File: config.mk
export PLATFORM = sky130hd
export DESIGN_NAME = vtib_grid_split
export DESIGN_NICKNAME = d
export VERILOG_FILES = /design/src/sv/vtib_pkg.sv /design/src/sv/vtib_grid_split.sv
export SDC_FILE = /design/constraint.sdc
export NUM_CORES = 2
export LEC_CHECK = 0
export BUFFER_PORTS_ARGS = -buffer_cell sky130_fd_sc_hd__buf_2
export CORE_UTILIZATION = 50
export CTS_CLUSTER_DIAMETER = 30
export CTS_CLUSTER_SIZE = 14
export DETAILED_ROUTE_END_ITERATION = 10
export PLACE_DENSITY = 0.66
export SYNTH_ARGS = -nofsm -noshare
export SYNTH_HDL_FRONTEND = slang
export SYNTH_SLANG_ARGS = --single-unit
File: constraint.sdc
create_clock -name clk -period 48.5 [get_ports clk]
set_input_delay 4.85 -clock clk [delete_from_list [all_inputs] [get_ports clk]]
set_output_delay 4.85 -clock clk [all_outputs]
set_load 0.005 [all_outputs]
File: src/sv/vtib_pkg.sv
// ----------------------------------------------------------------------------
// vtib_pkg
// Widths, register codes, item types and arithmetic helpers for the
// voxel to image box block.
// ----------------------------------------------------------------------------
package vtib_pkg;

    localparam int FRAC_BITS   = 16;
    localparam int INDEX_BITS  = 24;

    localparam int VOXEL_W     = 24;
    localparam int BELIEF_W    = 16;
    localparam int GRID_W      = 13;
    localparam int PI_W        = 11;
    localparam int SCALE_W     = 24;
    localparam int OFFSET_W    = 32;
    localparam int PIX_W       = 16;
    localparam int BLUE_W      = 8;
    localparam int CFG_INDEX_W = 3;
    localparam int CFG_DATA_W  = 32;

    localparam int IDX_USE     = (INDEX_BITS < VOXEL_W) ? INDEX_BITS : VOXEL_W;
    localparam int DIV_STEP    = 4;
    localparam int DIV_STAGES  = (INDEX_BITS + DIV_STEP - 1) / DIV_STEP;
    localparam int DIVW        = DIV_STAGES * DIV_STEP;
    localparam int SIZE_W      = 2 * GRID_W;
    localparam int SPLIT_DEPTH = 2 * DIV_STAGES + 1;

    localparam int U_RAW_W     = DIVW + PI_W + 1;
    localparam int U_W         = 32;
    localparam int PROD_W      = U_W + SCALE_W;
    localparam int SUM_W       = PROD_W + 2;
    localparam int Q_W         = SUM_W - FRAC_BITS;
    localparam int MAP_DEPTH   = 5;
    localparam int NUM_LANES   = 4;

    localparam int BLUE_PW     = BELIEF_W + BLUE_W + 1;
    localparam int BLUE_GAIN   = 255;
    localparam int BLUE_ROUND  = 1 << (BELIEF_W - 1);
    localparam int PIX_MAX     = (1 << (PIX_W - 1)) - 1;
    localparam int PIX_MIN     = -(1 << (PIX_W - 1));

    localparam logic [U_W-1:0]     U_MAX     = '1;
    localparam logic [SCALE_W-1:0] SCALE_ONE = SCALE_W'(1 << FRAC_BITS);

    typedef enum logic [CFG_INDEX_W-1:0] {
        REG_GRID_COLUMNS   = 3'd0,
        REG_GRID_ROWS      = 3'd1,
        REG_PIXEL_INTERVAL = 3'd2,
        REG_SCALE_X        = 3'd3,
        REG_SCALE_Y        = 3'd4,
        REG_OFFSET_X       = 3'd5,
        REG_OFFSET_Y       = 3'd6
    } cfg_reg_t;

    typedef struct packed {
        logic [SIZE_W-1:0] grid_size;
        logic [GRID_W-1:0] columns;
    } grid_cfg_t;

    typedef struct packed {
        logic [DIVW-1:0]   row;
        logic [GRID_W-1:0] col;
        logic [BLUE_W-1:0] blue;
    } cell_t;

    typedef struct packed {
        logic [DIVW-1:0]   num;
        logic [SIZE_W-1:0] rem;
    } div_state_t;

    function automatic div_state_t div_step(input div_state_t s, input logic [SIZE_W-1:0] d);
        div_state_t      r;
        logic [SIZE_W:0] t;
        r = s;
        for (int i = 0; i < DIV_STEP; i++)
        begin
            t     = {r.rem, r.num[DIVW-1]};
            r.num = {r.num[DIVW-2:0], 1'b0};
            if (t >= {1'b0, d})
            begin
                t        = t - {1'b0, d};
                r.num[0] = 1'b1;
            end
            r.rem = t[SIZE_W-1:0];
        end
        return r;
    endfunction

    function automatic logic [BLUE_W-1:0] blue_of(input logic [BELIEF_W-1:0] b);
        logic [BLUE_PW-1:0] p;
        p = BLUE_PW'(b) * BLUE_PW'(BLUE_GAIN) + BLUE_PW'(BLUE_ROUND);
        return p[BELIEF_W+BLUE_W-1:BELIEF_W];
    endfunction

    function automatic logic [U_W-1:0] clamp_u(input logic [U_RAW_W-1:0] u);
        logic [U_W-1:0] c;
        if (64'(u) > 64'(U_MAX))
            c = U_MAX;
        else
            c = U_W'(u);
        return c;
    endfunction

    function automatic logic signed [PIX_W-1:0] to_pixel(input logic signed [SUM_W-1:0] v);
        logic signed [Q_W-1:0]   q;
        logic signed [PIX_W-1:0] p;
        q = $signed(v[SUM_W-1:FRAC_BITS]);
        if (v[SUM_W-1] && (v[FRAC_BITS-1:0] != '0))
            q = q + Q_W'(1);
        if (q > Q_W'(PIX_MAX))
            p = PIX_W'(PIX_MAX);
        else if (q < Q_W'(PIX_MIN))
            p = PIX_W'(PIX_MIN);
        else
            p = q[PIX_W-1:0];
        return p;
    endfunction

endpackage

File: src/sv/vtib_grid_split.sv
// ----------------------------------------------------------------------------
// vtib_grid_split
// Pipelined restoring divider: reduces the voxel index modulo the grid size,
// then splits the remainder into grid row and column, four bits a stage.
// ----------------------------------------------------------------------------
module vtib_grid_split
    import vtib_pkg::*;
(
    input  logic                clk,
    input  logic                rst_n,
    input  logic                item_valid,
    output logic                item_stall,
    input  logic [VOXEL_W-1:0]  voxel_index,
    input  logic [BELIEF_W-1:0] belief_level,
    input  grid_cfg_t           cfg,
    output logic                cell_valid,
    input  logic                cell_stall,
    output cell_t               grid_pos
);

    logic [SPLIT_DEPTH-1:0] valid_reg;
    logic [SPLIT_DEPTH:0]   ready;
    div_state_t             state_reg [SPLIT_DEPTH];
    logic [BLUE_W-1:0]      blue_reg  [SPLIT_DEPTH];

    assign ready[SPLIT_DEPTH] = !cell_stall;
    assign item_stall         = !ready[0];

    genvar k;
    generate
        for (k = 0; k < SPLIT_DEPTH; k++)
        begin : g_stage
            div_state_t        state_next;
            logic [BLUE_W-1:0] blue_next;
            logic              valid_next;

            assign ready[k] = !valid_reg[k] || ready[k+1];

            if (k == 0)
            begin : g_entry
                always_comb
                begin
                    state_next.num = DIVW'(voxel_index[IDX_USE-1:0]);
                    state_next.rem = '0;
                    blue_next      = blue_of(belief_level);
                    valid_next     = item_valid && (belief_level != '0);
                end
            end
            else
            begin : g_div
                always_comb
                begin
                    div_state_t        src;
                    logic [SIZE_W-1:0] divisor;
                    src = state_reg[k-1];
                    if (k - 1 == DIV_STAGES)
                    begin
                        src.num = DIVW'(state_reg[k-1].rem);
                        src.rem = '0;
                    end
                    if (k <= DIV_STAGES)
                        divisor = cfg.grid_size;
                    else
                        divisor = SIZE_W'(cfg.columns);
                    state_next = div_step(src, divisor);
                    blue_next  = blue_reg[k-1];
                    valid_next = valid_reg[k-1];
                end
            end

            always_ff @(posedge clk or negedge rst_n)
            begin
                if (!rst_n)
                    valid_reg[k] <= 1'b0;
                else if (ready[k])
                    valid_reg[k] <= valid_next;
            end

            always_ff @(posedge clk)
            begin
                if (ready[k])
                begin
                    state_reg[k] <= state_next;
                    blue_reg[k]  <= blue_next;
                end
            end
        end
    endgenerate

    assign cell_valid    = valid_reg[SPLIT_DEPTH-1];
    assign grid_pos.row  = state_reg[SPLIT_DEPTH-1].num;
    assign grid_pos.col  = state_reg[SPLIT_DEPTH-1].rem[GRID_W-1:0];
    assign grid_pos.blue = blue_reg[SPLIT_DEPTH-1];

endmodule

==> run summary <==
Final critical-path share of the clock period: 44.56%
Reg2reg path depth: 71
Max reg flops: 525
Slew headroom: 25.53%
Gr usage total: 29.48%
Post-CTS Setup Repair Bufs: 0
Cell Area, Placed: 84990 um2
Fmax: 46.27 MHz
# rows: 148
Die height: 406.3 um
EDFF count, synth: 629
Max-slew violations: 0
Most used routing layer: met2
Tmin final: 21610 ps
Largest net degree at the start of global routing: 72
CTS Buf Count: 158
Syn_area_per_cell: 8.339 um2
CTS max path bufs: 3
PortBufs: 129
DIE WIDTH: 406.3 um
Share of cells above drive strength 1: 8.899%
Clock Skew: 51.74 ps
Initial antenna violation count: 2
Slowest cell on crit path: buf_4
Starting DRT DRC Count: 5745
Max H-tree Level: 4
Clk_lat worst skew: 830 ps
Top fanout value on the critical path: 71
Dpl hpwl: 192800 um
Total Routed Length: 247900 um
# fillers: 14990
CTS tree: done
RSZ-0062 raised after global routing: false
Met3 Usage GRT: 3.686%
Critical path arrival: 22150 ps
Non-Filler Instances: 12240
HP Class: reg2reg
Core Area: 162600 um2
WL/cell: 20.25 um
Total die area: 165100 um2
Post-Synthesis Cells: 9801
Flops & latches, synth: 642
Via-to-Cell Ratio: 6.077
Met1 Track Usage GR: 36.19%
Routed vias: 74410
First-pass DRT Iterations: 8
Detail Route Antenna Nets: 0
Final Instance Area: 90490 um2
Setup Viol. Count Final: 0
Crit path kind: in2reg
Final Hold Viols: 0
Cts hold-fix bufs: 0
Final core occ: 55.66%
Fin Setup TNS: 0 ps
Hold Crit Depth: 0
First-pass GRT wire length: 387600 um
Worst setup EP type: flop
Ant. Diodes: 0
Clock sinks: 642
Vias in the first global route: 71420
Worst-Margin Slew: 1103 ps
Starting Density: 50.27%
Post-cts sizing count: 0
Clk slew on worst S/H paths: 40 ps
DP Cell Count: 11950
Startpoint Class: primary input
Sequential area share after synthesis: 23.51%
Warnings from Yosys: 0
GPL Wtd Cong: 0.9668
Max-Cap Viols: 0
Area Overhead vs Synth: 10.71%
CP max stage delay: 620 ps
Top Ports: 130
Req. time, crit path: 49040 ps
Register area: 19210 um2
Synth async-reset ratio: 2.025%
Most common cell after layout, fill and taps aside: ha_1
Layout Nets: 11100
Yosys cell types: 122
Drt drc: 0
Global-route met2 utilization: 51.08%
Ys flop type: edfxtp_1
Most frequent CP cell: o21ai_0
Root Buffer Master: clkbuf_16
Mapped Area: 81730 um2
Most frequent cells in the layout: 963 x ha_1, 905 x nand2_1, 760 x a21oi_1, 746 x o21ai_0, 746 x nor2_1
Congestion Overflow GR: 0
Status: finished clean
Area occupied by multi-input gates: 58990 um2
Syn_nets: 10960
## logic make-up after synthesis
group	count (synthesis)	synth area share, %
AND/OR/NAND/NOR	3175	19.23
AO/OA/AOI/OAI	2874	22.55
adder cells (fa/ha/maj)	1078	17.56
buffers and inverters	933	4.551
XOR/XNOR	767	8.219
flip-flops	642	23.51
multiplexers	332	4.386
## layer usage
metal / part of all wire [%] / routed length [um]
met4: 5.0 / 12350
met1: 42 / 104800
met5: 0 / 0
met3: 4.9 / 12150
met2: 48 / 118700
## worst max-delay path: cells and delay by family
kind	cells	cell delay, ps
mux	1	190
simple gates	13	1960
buf+inv	9	2730
compound gates	50	10910
fa+ha+maj	4	1390
## path summary, 6_finish.rpt
| check | startpoint | to | slack, ps |
|---|---|---|---|
| worst max-delay path | cfg[14] | state_reg[0][301] | 26890 |
| worst min register to register | state_reg[1][94] | state_reg[1][148] | 380 |
| max in group asynchronous | rst_n | g_stage[1].valid_next | 44280 |
| worst min-delay path | state_reg[1][94] | state_reg[1][148] | 380 |
| min in group asynchronous | rst_n | cell_valid | 3940 |
| worst max register to register | state_reg[0][200] | state_reg[0][269] | 31240 |
## metrics by stage
| stage | worst slack, ps | hold WS [ps] |
|---|---|---|
| 6_report | 26890 | 378.3 |
| 5_1_grt | 24880 | 391.5 |
| 4_1_cts | 27160 | 378.8 |
| 3_5_place_dp | 26370 | 404.5 |
| 3_3_place_gp | 26820 | 400.2 |
| 2_1_floorplan | 27700 | 400.3 |
## synthesized netlist by cell type (60+ instances only)
library cell	n	area [um2]
ha_1	963	12050
nand2_1	910	3416
a21oi_1	763	3819
o21ai_0	748	3744
nor2_1	746	2800
inv_1	647	2429
edfxtp_1	629	18890
xnor2_1	512	4484
a21o_1	316	2372
xor2_1	255	2233
nor3_1	234	1171
mux2_2	194	2185
nand3_1	192	960.9
clkbuf_1	188	705.7
nand4_1	183	1145
nor2b_1	178	1114
nand2b_1	150	938.4
a21boi_0	137	1028
mux2i_1	135	1351
o31ai_1	120	900.9
fa_1	115	2302
o21a_1	107	803.3
and3_1	97	606.8
and2_1	82	513.0
nor4_1	81	506.7
a211oi_1	78	585.6
o21bai_1	74	555.5
a31oi_1	70	437.9
or3_1	69	431.7
or2_2	60	375.4
## layout make-up
class | instances | share of cell area (%)
multi-input cells | 8226 | 65.19
repair buffers | 248 | 1.742
flip-flops and latches | 642 | 21.23
inverters | 661 | 2.742
well taps | 2175 | 3.007
clock inverters | 126 | 1.680
clock buffers | 166 | 4.402
Power is not shown: default switching activity piles up to over one toggle a cycle in this logic, so the estimate is an artifact.
